===== src/design/mios_pkg.sv =====
package mios_pkg;

    // Field widths fixed by the channel formats
    localparam int CHANNEL_BITS      = 4;
    localparam int INPUT_SAMPLE_BITS = 12;
    localparam int RESULT_BITS       = 16;
    localparam int GAIN_BITS         = 15;
    localparam int SCALE_BITS        = 18;
    localparam int CFG_INDEX_BITS    = 2;
    localparam int CFG_DATA_BITS     = 18;

    // Q0.15 gains, Q16 scale factor
    localparam int FILTER_SHIFT    = 15;
    localparam int SCALE_FRAC_BITS = 16;

    localparam logic [GAIN_BITS-1:0]  NEW_GAIN_RESET = 15'd6554;
    localparam logic [GAIN_BITS-1:0]  OLD_GAIN_RESET = 15'd26214;
    localparam logic [SCALE_BITS-1:0] SCALE_RESET    = 18'd68950;

    localparam logic [RESULT_BITS-1:0] RESULT_POS_MAX = 16'h7FFF;
    localparam logic [RESULT_BITS-1:0] RESULT_NEG_MAX = 16'h8000;

    typedef enum logic [CFG_INDEX_BITS-1:0] {
        CFG_NEW_GAIN = 2'd0,
        CFG_OLD_GAIN = 2'd1,
        CFG_SCALE    = 2'd2
    } cfg_index_t;

    typedef enum logic [2:0] {
        ST_IDLE,
        ST_READ,
        ST_FILTER,
        ST_DIFF,
        ST_SCALE,
        ST_DONE
    } state_t;

    typedef struct packed {
        logic                         mode;
        logic [CHANNEL_BITS-1:0]      channel;
        logic [INPUT_SAMPLE_BITS-1:0] sample;
    } in_t;

    typedef struct packed {
        logic [CHANNEL_BITS-1:0]       out_channel;
        logic signed [RESULT_BITS-1:0] pressure_centi_kpa;
        logic                          offset_captured;
    } out_t;

endpackage


===== src/design/mios_ram.sv =====
module mios_ram #(
    parameter int WIDTH = 20,
    parameter int DEPTH = 16
) (
    input  logic                                      clk,
    input  logic                                      we,
    input  logic [((DEPTH > 1) ? $clog2(DEPTH) : 1)-1:0] waddr,
    input  logic [WIDTH-1:0]                          wdata,
    input  logic [((DEPTH > 1) ? $clog2(DEPTH) : 1)-1:0] raddr,
    output logic [WIDTH-1:0]                          rdata
);

    logic [WIDTH-1:0] mem [DEPTH];

    always_ff @(posedge clk) begin
        if (we) begin
            mem[waddr] <= wdata;
        end
        rdata <= mem[raddr];
    end

endmodule


===== src/design/multichannel_iir_offset_scaler_core.sv =====
// Multichannel pressure conditioner: per-channel IIR low-pass with offsets.
// Input channel (s_valid/s_ready/s_data): one word per ADC sample, carrying
// mode, channel and sample. Mode 0 filters the sample into the channel's
// level and converts the level, less the channel's offset, to 0.01 kPa.
// Mode 1 stores the sample as the channel's offset and returns an
// acknowledge word with pressure 0 and offset_captured set.
// Result channel (m_valid/m_ready/m_data): exactly one word per input word,
// in order, held in an output register until taken.
// Configuration channel (cfg_valid/cfg_ready/cfg_index/cfg_data): always
// ready; index 0 new-sample gain, 1 old-level gain, 2 pressure scale;
// other indices are dropped. Write only while the block is idle.
// Steps: a sample word goes through the read, filter (level write-back),
// offset, scale and final steps (ST_READ to ST_DONE), one register stage
// each; a capture word goes straight to the final step. One word at a time:
// s_ready is high again from the edge that loads the output register, so
// no new word is taken before the last one has reached that register.
// If the receiver stalls, the next word is still accepted and worked on,
// then waits in its final step until the output register is free.
// Reset clears the per-entry valid bits, so levels and offsets read as zero
// until written, and restores the default gains and scale.
module multichannel_iir_offset_scaler_core #(
    parameter int CHANNELS      = 16,
    parameter int SAMPLE_BITS   = 12,
    parameter int FRACTION_BITS = 8
) (
    input  logic                                  aclk,
    input  logic                                  aresetn,
    input  logic                                  s_valid,
    output logic                                  s_ready,
    input  mios_pkg::in_t                         s_data,
    output logic                                  m_valid,
    input  logic                                  m_ready,
    output mios_pkg::out_t                        m_data,
    input  logic                                  cfg_valid,
    output logic                                  cfg_ready,
    input  logic [mios_pkg::CFG_INDEX_BITS-1:0]   cfg_index,
    input  logic [mios_pkg::CFG_DATA_BITS-1:0]    cfg_data
);

    localparam int IDX_W    = (CHANNELS > 1) ? $clog2(CHANNELS) : 1;
    localparam int CH_CODES = 2 ** mios_pkg::CHANNEL_BITS;
    localparam int LB       = SAMPLE_BITS + FRACTION_BITS;        // level width
    localparam int PRODW    = mios_pkg::GAIN_BITS + LB;           // filter product
    localparam int ACCW     = PRODW + 1;                          // filter sum
    localparam int SS       = FRACTION_BITS + mios_pkg::SCALE_FRAC_BITS;
    localparam int PW       = LB + mios_pkg::SCALE_BITS;          // scale product
    localparam int RW       = PW + 1 - SS;                        // rounded result
    localparam int CW       = (RW > 17) ? RW : 17;                // compare width

    localparam logic [ACCW-1:0] ACC_HALF  = ACCW'(1) << (mios_pkg::FILTER_SHIFT - 1);
    localparam logic [PW:0]     P_HALF    = (PW + 1)'(1) << (SS - 1);
    localparam logic [LB-1:0]   LEVEL_MAX = '1;

    // Control
    mios_pkg::state_t state_reg, state_next;
    logic             load_out;
    logic             lvl_we;
    logic             off_we;
    logic             accept;

    // Configuration
    logic [mios_pkg::GAIN_BITS-1:0]  gain_new_reg;
    logic [mios_pkg::GAIN_BITS-1:0]  gain_old_reg;
    logic [mios_pkg::SCALE_BITS-1:0] scale_reg;

    // Per-entry valid bits: an entry not yet written reads as zero
    logic [CHANNELS-1:0] lvl_valid_reg;
    logic [CHANNELS-1:0] off_valid_reg;

    // Channel to memory entry, channel modulo CHANNELS
    logic [IDX_W-1:0] ch_map [CH_CODES];

    // Item and datapath
    mios_pkg::in_t            item_reg;
    logic [IDX_W-1:0]         idx_reg;
    logic [IDX_W-1:0]         s_idx;
    logic [SAMPLE_BITS-1:0]   s_x;
    logic [SAMPLE_BITS-1:0]   item_x;
    logic [LB-1:0]            lvl_rdata;
    logic [SAMPLE_BITS-1:0]   off_rdata;
    logic [LB-1:0]            lvl_cur;
    logic [SAMPLE_BITS-1:0]   off_cur;
    logic [PRODW-1:0]         prod_n_reg, prod_n_next;
    logic [PRODW-1:0]         prod_o_reg, prod_o_next;
    logic [LB-1:0]            off_reg, off_next;
    logic [ACCW-1:0]          acc_round;
    logic [LB:0]              y_wide;
    logic [LB-1:0]            y_reg, y_next;
    logic                     neg_reg, neg_next;
    logic [LB-1:0]            mag_reg, mag_next;
    logic [PW-1:0]            p_reg, p_next;
    logic [PW:0]              p_round;
    logic [CW-1:0]            r_cmp;
    logic [mios_pkg::RESULT_BITS-1:0] pres_mag;
    mios_pkg::out_t           out_reg, out_next;
    logic                     m_valid_reg;

    for (genvar g = 0; g < CH_CODES; g++) begin : g_ch_map
        assign ch_map[g] = IDX_W'(g % CHANNELS);
    end

    assign accept    = s_valid && s_ready;
    assign cfg_ready = 1'b1;
    assign s_idx     = ch_map[s_data.channel];
    assign s_x       = SAMPLE_BITS'(s_data.sample);
    assign item_x    = SAMPLE_BITS'(item_reg.sample);

    // ---------------------------------------------------------------
    // State memories: filtered level and captured offset
    // ---------------------------------------------------------------
    mios_ram #(
        .WIDTH (LB),
        .DEPTH (CHANNELS)
    ) u_level_ram (
        .clk   (aclk),
        .we    (lvl_we),
        .waddr (idx_reg),
        .wdata (y_next),
        .raddr (s_idx),
        .rdata (lvl_rdata)
    );

    mios_ram #(
        .WIDTH (SAMPLE_BITS),
        .DEPTH (CHANNELS)
    ) u_offset_ram (
        .clk   (aclk),
        .we    (off_we),
        .waddr (s_idx),
        .wdata (s_x),
        .raddr (s_idx),
        .rdata (off_rdata)
    );

    // ---------------------------------------------------------------
    // Sequencer
    // ---------------------------------------------------------------
    always_comb begin
        state_next = state_reg;
        case (state_reg)
            mios_pkg::ST_IDLE: begin
                if (accept) begin
                    state_next = s_data.mode ? mios_pkg::ST_DONE : mios_pkg::ST_READ;
                end
            end
            mios_pkg::ST_READ:   state_next = mios_pkg::ST_FILTER;
            mios_pkg::ST_FILTER: state_next = mios_pkg::ST_DIFF;
            mios_pkg::ST_DIFF:   state_next = mios_pkg::ST_SCALE;
            mios_pkg::ST_SCALE:  state_next = mios_pkg::ST_DONE;
            mios_pkg::ST_DONE: begin
                if (load_out) begin
                    state_next = mios_pkg::ST_IDLE;
                end
            end
            default:             state_next = mios_pkg::ST_IDLE;
        endcase
    end

    always_comb begin
        s_ready  = 1'b0;
        lvl_we   = 1'b0;
        off_we   = 1'b0;
        load_out = 1'b0;
        case (state_reg)
            mios_pkg::ST_IDLE: begin
                s_ready = 1'b1;
                off_we  = s_valid && s_data.mode;
            end
            mios_pkg::ST_FILTER: lvl_we = 1'b1;
            mios_pkg::ST_DONE:   load_out = !m_valid_reg || m_ready;
            default: begin
                s_ready = 1'b0;
            end
        endcase
    end

    always_ff @(posedge aclk) begin
        if (!aresetn) begin
            state_reg <= mios_pkg::ST_IDLE;
        end else begin
            state_reg <= state_next;
        end
    end

    // ---------------------------------------------------------------
    // Configuration writes; unknown indices are dropped
    // ---------------------------------------------------------------
    always_ff @(posedge aclk) begin
        if (!aresetn) begin
            gain_new_reg <= mios_pkg::NEW_GAIN_RESET;
            gain_old_reg <= mios_pkg::OLD_GAIN_RESET;
            scale_reg    <= mios_pkg::SCALE_RESET;
        end else if (cfg_valid) begin
            case (cfg_index)
                mios_pkg::CFG_NEW_GAIN: gain_new_reg <= cfg_data[mios_pkg::GAIN_BITS-1:0];
                mios_pkg::CFG_OLD_GAIN: gain_old_reg <= cfg_data[mios_pkg::GAIN_BITS-1:0];
                mios_pkg::CFG_SCALE:    scale_reg    <= cfg_data;
                default: begin
                    gain_new_reg <= gain_new_reg;
                end
            endcase
        end
    end

    // Mark entries as written
    always_ff @(posedge aclk) begin
        if (!aresetn) begin
            lvl_valid_reg <= '0;
            off_valid_reg <= '0;
        end else begin
            if (lvl_we) begin
                lvl_valid_reg[idx_reg] <= 1'b1;
            end
            if (off_we) begin
                off_valid_reg[s_idx] <= 1'b1;
            end
        end
    end

    // ---------------------------------------------------------------
    // Datapath
    // ---------------------------------------------------------------
    // Read step: take the memory words, form both filter products
    assign lvl_cur     = lvl_valid_reg[idx_reg] ? lvl_rdata : '0;
    assign off_cur     = off_valid_reg[idx_reg] ? off_rdata : '0;
    assign prod_n_next = PRODW'(gain_new_reg) * (PRODW'(item_x) << FRACTION_BITS);
    assign prod_o_next = PRODW'(gain_old_reg) * PRODW'(lvl_cur);
    assign off_next    = LB'(off_cur) << FRACTION_BITS;

    // Filter step: round half up, saturate, write back
    assign acc_round = ACCW'(prod_n_reg) + ACCW'(prod_o_reg) + ACC_HALF;
    assign y_wide    = acc_round[ACCW-1:mios_pkg::FILTER_SHIFT];
    assign y_next    = y_wide[LB] ? LEVEL_MAX : y_wide[LB-1:0];

    // Offset step: sign and magnitude of level less offset
    assign neg_next = y_reg < off_reg;
    assign mag_next = neg_next ? (off_reg - y_reg) : (y_reg - off_reg);

    // Scale step
    assign p_next = PW'(mag_reg) * PW'(scale_reg);

    // Final step: round half away from zero, saturate, restore sign
    assign p_round = {1'b0, p_reg} + P_HALF;
    assign r_cmp   = CW'(p_round[PW:SS]);

    always_comb begin
        if (neg_reg) begin
            pres_mag = (r_cmp > CW'(mios_pkg::RESULT_NEG_MAX)) ?
                       mios_pkg::RESULT_NEG_MAX : r_cmp[mios_pkg::RESULT_BITS-1:0];
        end else begin
            pres_mag = (r_cmp > CW'(mios_pkg::RESULT_POS_MAX)) ?
                       mios_pkg::RESULT_POS_MAX : r_cmp[mios_pkg::RESULT_BITS-1:0];
        end
        out_next.out_channel = item_reg.channel;
        if (item_reg.mode) begin
            out_next.pressure_centi_kpa = '0;
            out_next.offset_captured    = 1'b1;
        end else begin
            out_next.pressure_centi_kpa = neg_reg ? (16'd0 - pres_mag) : pres_mag;
            out_next.offset_captured    = 1'b0;
        end
    end

    always_ff @(posedge aclk) begin
        if (accept) begin
            item_reg <= s_data;
            idx_reg  <= s_idx;
        end
        if (state_reg == mios_pkg::ST_READ) begin
            prod_n_reg <= prod_n_next;
            prod_o_reg <= prod_o_next;
            off_reg    <= off_next;
        end
        if (state_reg == mios_pkg::ST_FILTER) begin
            y_reg <= y_next;
        end
        if (state_reg == mios_pkg::ST_DIFF) begin
            neg_reg <= neg_next;
            mag_reg <= mag_next;
        end
        if (state_reg == mios_pkg::ST_SCALE) begin
            p_reg <= p_next;
        end
        if (load_out) begin
            out_reg <= out_next;
        end
    end

    // Output register: hold the word until taken
    always_ff @(posedge aclk) begin
        if (!aresetn) begin
            m_valid_reg <= 1'b0;
        end else if (load_out) begin
            m_valid_reg <= 1'b1;
        end else if (m_ready) begin
            m_valid_reg <= 1'b0;
        end
    end

    assign m_valid = m_valid_reg;
    assign m_data  = out_reg;

endmodule


===== config.mk =====
export PLATFORM = sky130hd
export DESIGN_NAME = multichannel_iir_offset_scaler_core
export DESIGN_NICKNAME = d
export VERILOG_FILES = /design/src/design/mios_pkg.sv /design/src/design/mios_ram.sv /design/src/design/multichannel_iir_offset_scaler_core.sv
export SDC_FILE = /design/constraint.sdc
export NUM_CORES = 2
export LEC_CHECK = 0
export BUFFER_PORTS_ARGS = -buffer_cell sky130_fd_sc_hd__clkbuf_2
export CAP_MARGIN = 0
export CORE_MARGIN = 3
export CORE_UTILIZATION = 62
export CTS_CLUSTER_SIZE = 8
export DETAILED_ROUTE_END_ITERATION = 16
export GPL_TIMING_DRIVEN = 0
export PLACE_DENSITY = 0.81
export SLEW_MARGIN = 10
export SYNTH_ARGS = -nofsm -noshare
export SYNTH_HDL_FRONTEND = slang
export SYNTH_HIERARCHICAL = 1
export SYNTH_SLANG_ARGS = --single-unit

===== constraint.sdc =====
create_clock -name aclk -period 22.7 [get_ports aclk]
set_input_delay 2.27 -clock aclk [delete_from_list [all_inputs] [get_ports aclk]]
set_output_delay 2.27 -clock aclk [all_outputs]
set_load 0.02 [all_outputs]

==> flow_results.xml <==
<?xml version="1.0" encoding="UTF-8"?>
<metrics>
  <group name="yosys">
    <metric name="synthMostInstantiatedCell" unit="">sky130_fd_sc_hd__inv_1</metric>
    <metric name="synth.top_cells.by_area" unit="">sky130_fd_sc_hd__edfxtp_1, sky130_fd_sc_hd__fa_1, sky130_fd_sc_hd__ha_1</metric>
    <metric name="synth_top_area_frac" unit="">0.351</metric>
    <metric name="synth_warnings" unit="">6</metric>
    <metric name="ys_ff_latch" unit="">788</metric>
    <metric name="synth_nets" unit="">5880</metric>
    <metric name="synth-edff-count" unit="">672</metric>
    <metric name="synth.yosys.seq_area_share" unit="">0.392</metric>
    <metric name="ys_top_cells_by_count" unit="">sky130_fd_sc_hd__inv_1, sky130_fd_sc_hd__nand2_1, sky130_fd_sc_hd__edfxtp_1, sky130_fd_sc_hd__fa_1, sky130_fd_sc_hd__ha_1</metric>
    <metric name="count_of_different_cell_masters_after_synthesis" unit="">83</metric>
    <metric name="mean_instance_size_in_the_synthesized_netlist" unit="um^2">11.9</metric>
    <metric name="yosys.area.top_type" unit="">sky130_fd_sc_hd__edfxtp_1</metric>
    <metric name="synthCells" unit="">4844</metric>
    <metric name="asyncSetResetFlopFracSynth" unit="">0</metric>
    <metric name="netlist_area" unit="um^2">57500</metric>
    <metric name="yosys_most_used_dff" unit="">sky130_fd_sc_hd__edfxtp_1</metric>
  </group>
  <group name="layout">
    <metric name="final_cell_count_no_fill" unit="">6377</metric>
    <metric name="post_route_cells_drive_above_1_share" unit="">0.0781</metric>
    <metric name="largest_reg_flops" unit="">320</metric>
    <metric name="reg_top3" unit="">u_level_ram/mem: 320 flops, u_offset_ram/mem: 192 flops</metric>
    <metric name="nets" unit="">6090</metric>
    <metric name="num-fill-cells" unit="">6319</metric>
    <metric name="area_delta_synth_final" unit="%">9.88</metric>
    <metric name="largest_register" unit="">u_level_ram/mem</metric>
  </group>
  <group name="cts">
    <metric name="numClockSinks" unit="">788</metric>
    <metric name="buffers_from_clock_root_to_sink_at_most" unit="">3</metric>
    <metric name="clk_transition_reported_paths" unit="ns">0.05</metric>
    <metric name="cts_tree" unit="">built</metric>
    <metric name="clock_tree.htree_level_count" unit="">3</metric>
    <metric name="cts_buffers" unit="">110</metric>
    <metric name="cts_repair_resize_count" unit="">0</metric>
    <metric name="post-cts-setup-buffers" unit="">0</metric>
    <metric name="cts.root.buffer_cell" unit="">sky130_fd_sc_hd__clkbuf_16</metric>
    <metric name="worst_skew_pair.late_latency" unit="ns">0.69</metric>
    <metric name="holdBufCountCts" unit="">0</metric>
  </group>
  <group name="floorplanning">
    <metric name="starting_density_of_the_core" unit="">0.626</metric>
    <metric name="num_io_pins" unit="">66</metric>
    <metric name="fp.dieArea" unit="um^2">96400</metric>
    <metric name="die_height" unit="um">310</metric>
    <metric name="placeableCoreArea" unit="um^2">91800</metric>
    <metric name="dieWidth" unit="um">310</metric>
    <metric name="std_cell_rows" unit="">111</metric>
  </group>
  <group name="pwr">
    <metric name="clock_power_share" unit="">0.255</metric>
    <metric name="powerDensity" unit="nW/um^2">95.5</metric>
    <metric name="combinationalPowerShare" unit="">0.412</metric>
    <metric name="cell_internal_pwr" unit="mW">3.83</metric>
    <metric name="total_power" unit="mW">6.03</metric>
    <metric name="power.share.switching" unit="">0.364</metric>
    <metric name="seq_power_share" unit="">0.334</metric>
    <metric name="power.ir.vdd_worst" unit="V">0.000112</metric>
    <metric name="p_sw" unit="mW">2.20</metric>
    <metric name="total_leakage_power" unit="nW">27.6</metric>
  </group>
  <group name="critical_path">
    <metric name="r2r-start" unit="">item_reg[13]</metric>
    <metric name="endpoint_kind" unit="">flop</metric>
    <metric name="critical_path.reg2reg.endpoint" unit="">prod_o_reg[27]</metric>
    <metric name="setup.worst_path.start" unit="">item_reg[13]</metric>
    <metric name="critical_path.max_fanout" unit="">10</metric>
    <metric name="ff2ff_path_depth" unit="">26</metric>
    <metric name="cp_dominant_cell_by_count" unit="">sky130_fd_sc_hd__fa_1</metric>
    <metric name="timing.critical_path.buf_inv" unit="">7</metric>
    <metric name="critical_path_required" unit="ns">23.14</metric>
    <metric name="worstPathArrival" unit="ns">9.18</metric>
    <metric name="r2r_slack" unit="ns">13.96</metric>
    <metric name="crit_slowest_cell" unit="">sky130_fd_sc_hd__mux4_2</metric>
    <metric name="cpLargestDelayFamily" unit="">adder cells</metric>
    <metric name="max_stage_delay" unit="ns">0.69</metric>
    <metric name="setup.worst_path.class" unit="">reg2reg</metric>
    <metric name="cp-start-kind" unit="">flop</metric>
  </group>
  <group name="grt">
    <metric name="grt_antenna_before_repair" unit="">6</metric>
    <metric name="grt_overflow_total" unit="">0</metric>
    <metric name="grt_pass1_vias" unit="">40446</metric>
    <metric name="maximum_number_of_pins_on_one_net_before_global_route_repair" unit="">27</metric>
    <metric name="grt_first_pass_wirelength" unit="mm">226</metric>
    <metric name="grtUsageTotal" unit="">0.309</metric>
  </group>
  <group name="sta">
    <metric name="final-max-slew-violation-count" unit="">0</metric>
    <metric name="layout_min_cycle_time" unit="ns">8.74</metric>
    <metric name="setup_tns" unit="ns">0</metric>
    <metric name="setup_viol_count_final" unit="">0</metric>
    <metric name="fin_skew" unit="ns">0.0507</metric>
    <metric name="hold_slack" unit="ns">0.459</metric>
    <metric name="max-slew-margin-rel" unit="">0.139</metric>
    <metric name="period_share" unit="">0.385</metric>
    <metric name="final_hold_viol_count" unit="">0</metric>
    <metric name="unrepaired_setup_endpoints_after_global_routing" unit="">false</metric>
    <metric name="maxClockFrequency" unit="MHz">114</metric>
    <metric name="final_critical_path_setup_slack" unit="ns">13.96</metric>
    <metric name="worst_slew_pin_slew" unit="ns">1.29</metric>
  </group>
  <group name="routing">
    <metric name="route.detailed.vias_per_inst" unit="">6.00</metric>
    <metric name="drcViolationCount" unit="">0</metric>
    <metric name="drt_iter0_drc" unit="">3805</metric>
    <metric name="drt_wl_total" unit="mm">144</metric>
    <metric name="via_count" unit="">38269</metric>
    <metric name="drt_first_pass_iters" unit="">6</metric>
    <metric name="post_drt_wl_per_cell" unit="um">22.5</metric>
    <metric name="final_antenna_net_count" unit="">0</metric>
  </group>
  <group name="placement">
    <metric name="place.detailed.instances" unit="">6184</metric>
    <metric name="dpl.hpwl" unit="mm">106</metric>
    <metric name="place_congestion" unit="">0.982</metric>
    <metric name="pre_cts_slack" unit="ns">14.17</metric>
    <metric name="port_buffers" unit="">63</metric>
  </group>
  <group name="worst_hold_path">
    <metric name="hold_class" unit="">reg2reg</metric>
    <metric name="hold_end" unit="">off_reg[16]</metric>
    <metric name="hp-start" unit="">u_offset_ram/rdata[8]</metric>
    <metric name="min_delay_path_depth" unit="">1</metric>
  </group>
  <group name="flow_run">
    <metric name="maxCapViolations" unit="">0</metric>
  </group>
  <group name="outcome">
    <metric name="run_status" unit="">complete, no violations</metric>
  </group>
</metrics>
-- power by group through the flow --
stage,clock (mW),sequential [mW],combinational [mW]
floorplan,0,2.00,1.77
global placement,0,2.04,2.33
detailed placement,0,2.04,2.44
CTS,1.56,2.01,2.48
global route,1.62,2.02,2.79
finish,1.54,2.01,2.48
-- area by class of cell --
class,instances,area (um^2),area share
diodes,2,5.00,0.0000793
plain buffers,250,1050,0.0166
clock buffers,182,3060,0.0485
clock inverters,8,191,0.00303
inverters,753,2830,0.0448
multi-input cells,3053,31200,0.494
flip-flops and latches,788,22500,0.356
well taps,1243,1560,0.0246
repair buffers,98,754,0.0119
-- layout by cell type (no fill, tap or decap), types with 89 or more instances in the layout --
cell / Yosys / final
sky130_fd_sc_hd__edfxtp_1: 672 / 672
sky130_fd_sc_hd__ha_1: 346 / 346
sky130_fd_sc_hd__clkbuf_1: 228 / 296
sky130_fd_sc_hd__fa_1: 648 / 648
sky130_fd_sc_hd__nor2_1: 105 / 89
sky130_fd_sc_hd__and3_1: 183 / 183
sky130_fd_sc_hd__inv_1: 752 / 752
sky130_fd_sc_hd__mux4_2: 107 / 107
sky130_fd_sc_hd__and2_1: 196 / 196
sky130_fd_sc_hd__dfxtp_1: 116 / 116
sky130_fd_sc_hd__nand2_1: 696 / 696
sky130_fd_sc_hd__clkbuf_16: 0 / 110
-- cells by family (layout without fill, tap and decap cells) --
logic type,Yosys count,in the layout,share of synthesized area
simple gates,1406,1406,0.117
buf+inv,1003,1291,0.0675
fa+ha+maj,994,994,0.301
compound gates,382,382,0.0461
flops,788,788,0.392
xor+xnor,126,126,0.0192
mux,144,144,0.0572
other cells,1,3,0.0000653
-- worst reg2reg max path, cell delays in order, from the launching register on --
cell	delay, ns
sky130_fd_sc_hd__edfxtp_1	0.58
sky130_fd_sc_hd__clkbuf_1	0.50
sky130_fd_sc_hd__mux4_2	0.41
sky130_fd_sc_hd__mux4_2	0.69
sky130_fd_sc_hd__clkbuf_1	0.28
sky130_fd_sc_hd__clkbuf_1	0.37
sky130_fd_sc_hd__and3_1	0.34
sky130_fd_sc_hd__fa_1	0.53
sky130_fd_sc_hd__inv_1	0.07
sky130_fd_sc_hd__fa_1	0.54
sky130_fd_sc_hd__inv_1	0.06
sky130_fd_sc_hd__fa_1	0.48
sky130_fd_sc_hd__fa_1	0.51
sky130_fd_sc_hd__fa_1	0.50
sky130_fd_sc_hd__inv_1	0.07
sky130_fd_sc_hd__fa_1	0.51
sky130_fd_sc_hd__inv_1	0.05
sky130_fd_sc_hd__ha_1	0.33
sky130_fd_sc_hd__a21o_1	0.19
sky130_fd_sc_hd__a21o_1	0.16
sky130_fd_sc_hd__a21oi_1	0.21
sky130_fd_sc_hd__nor2b_1	0.19
sky130_fd_sc_hd__o21ai_2	0.16
sky130_fd_sc_hd__nand3_1	0.18
sky130_fd_sc_hd__nand3_1	0.11
sky130_fd_sc_hd__and2_1	0.20
sky130_fd_sc_hd__xor2_1	0.27
-- worst max-delay path by stage --
stage                                end  slack [ns]  cells past startpoint
after global placement     prod_n_reg[8]       14.30                      2
after CTS                 prod_o_reg[27]       14.08                     26
final                     prod_o_reg[27]       13.96                     26
after floorplan           prod_o_reg[27]       15.45                     26
after detailed placement  prod_o_reg[27]       14.17                     26
after global routing      prod_o_reg[27]       13.65                     26
-- metrics by stage --
step | utilization | instance area, um^2
finish | 0.688 | 63100
global placement | 0.646 | 59300
CTS | 0.688 | 63100
global route | 0.688 | 63100
detailed placement | 0.652 | 59900
floorplan | - | 57500
-- layer usage --
metal,routed length [um],global-route usage
met1,53900,0.405
met5,23,0
met2,68400,0.502
met4,6490,0.132
met3,14700,0.0721
Power figures use the tool's default switching activity.
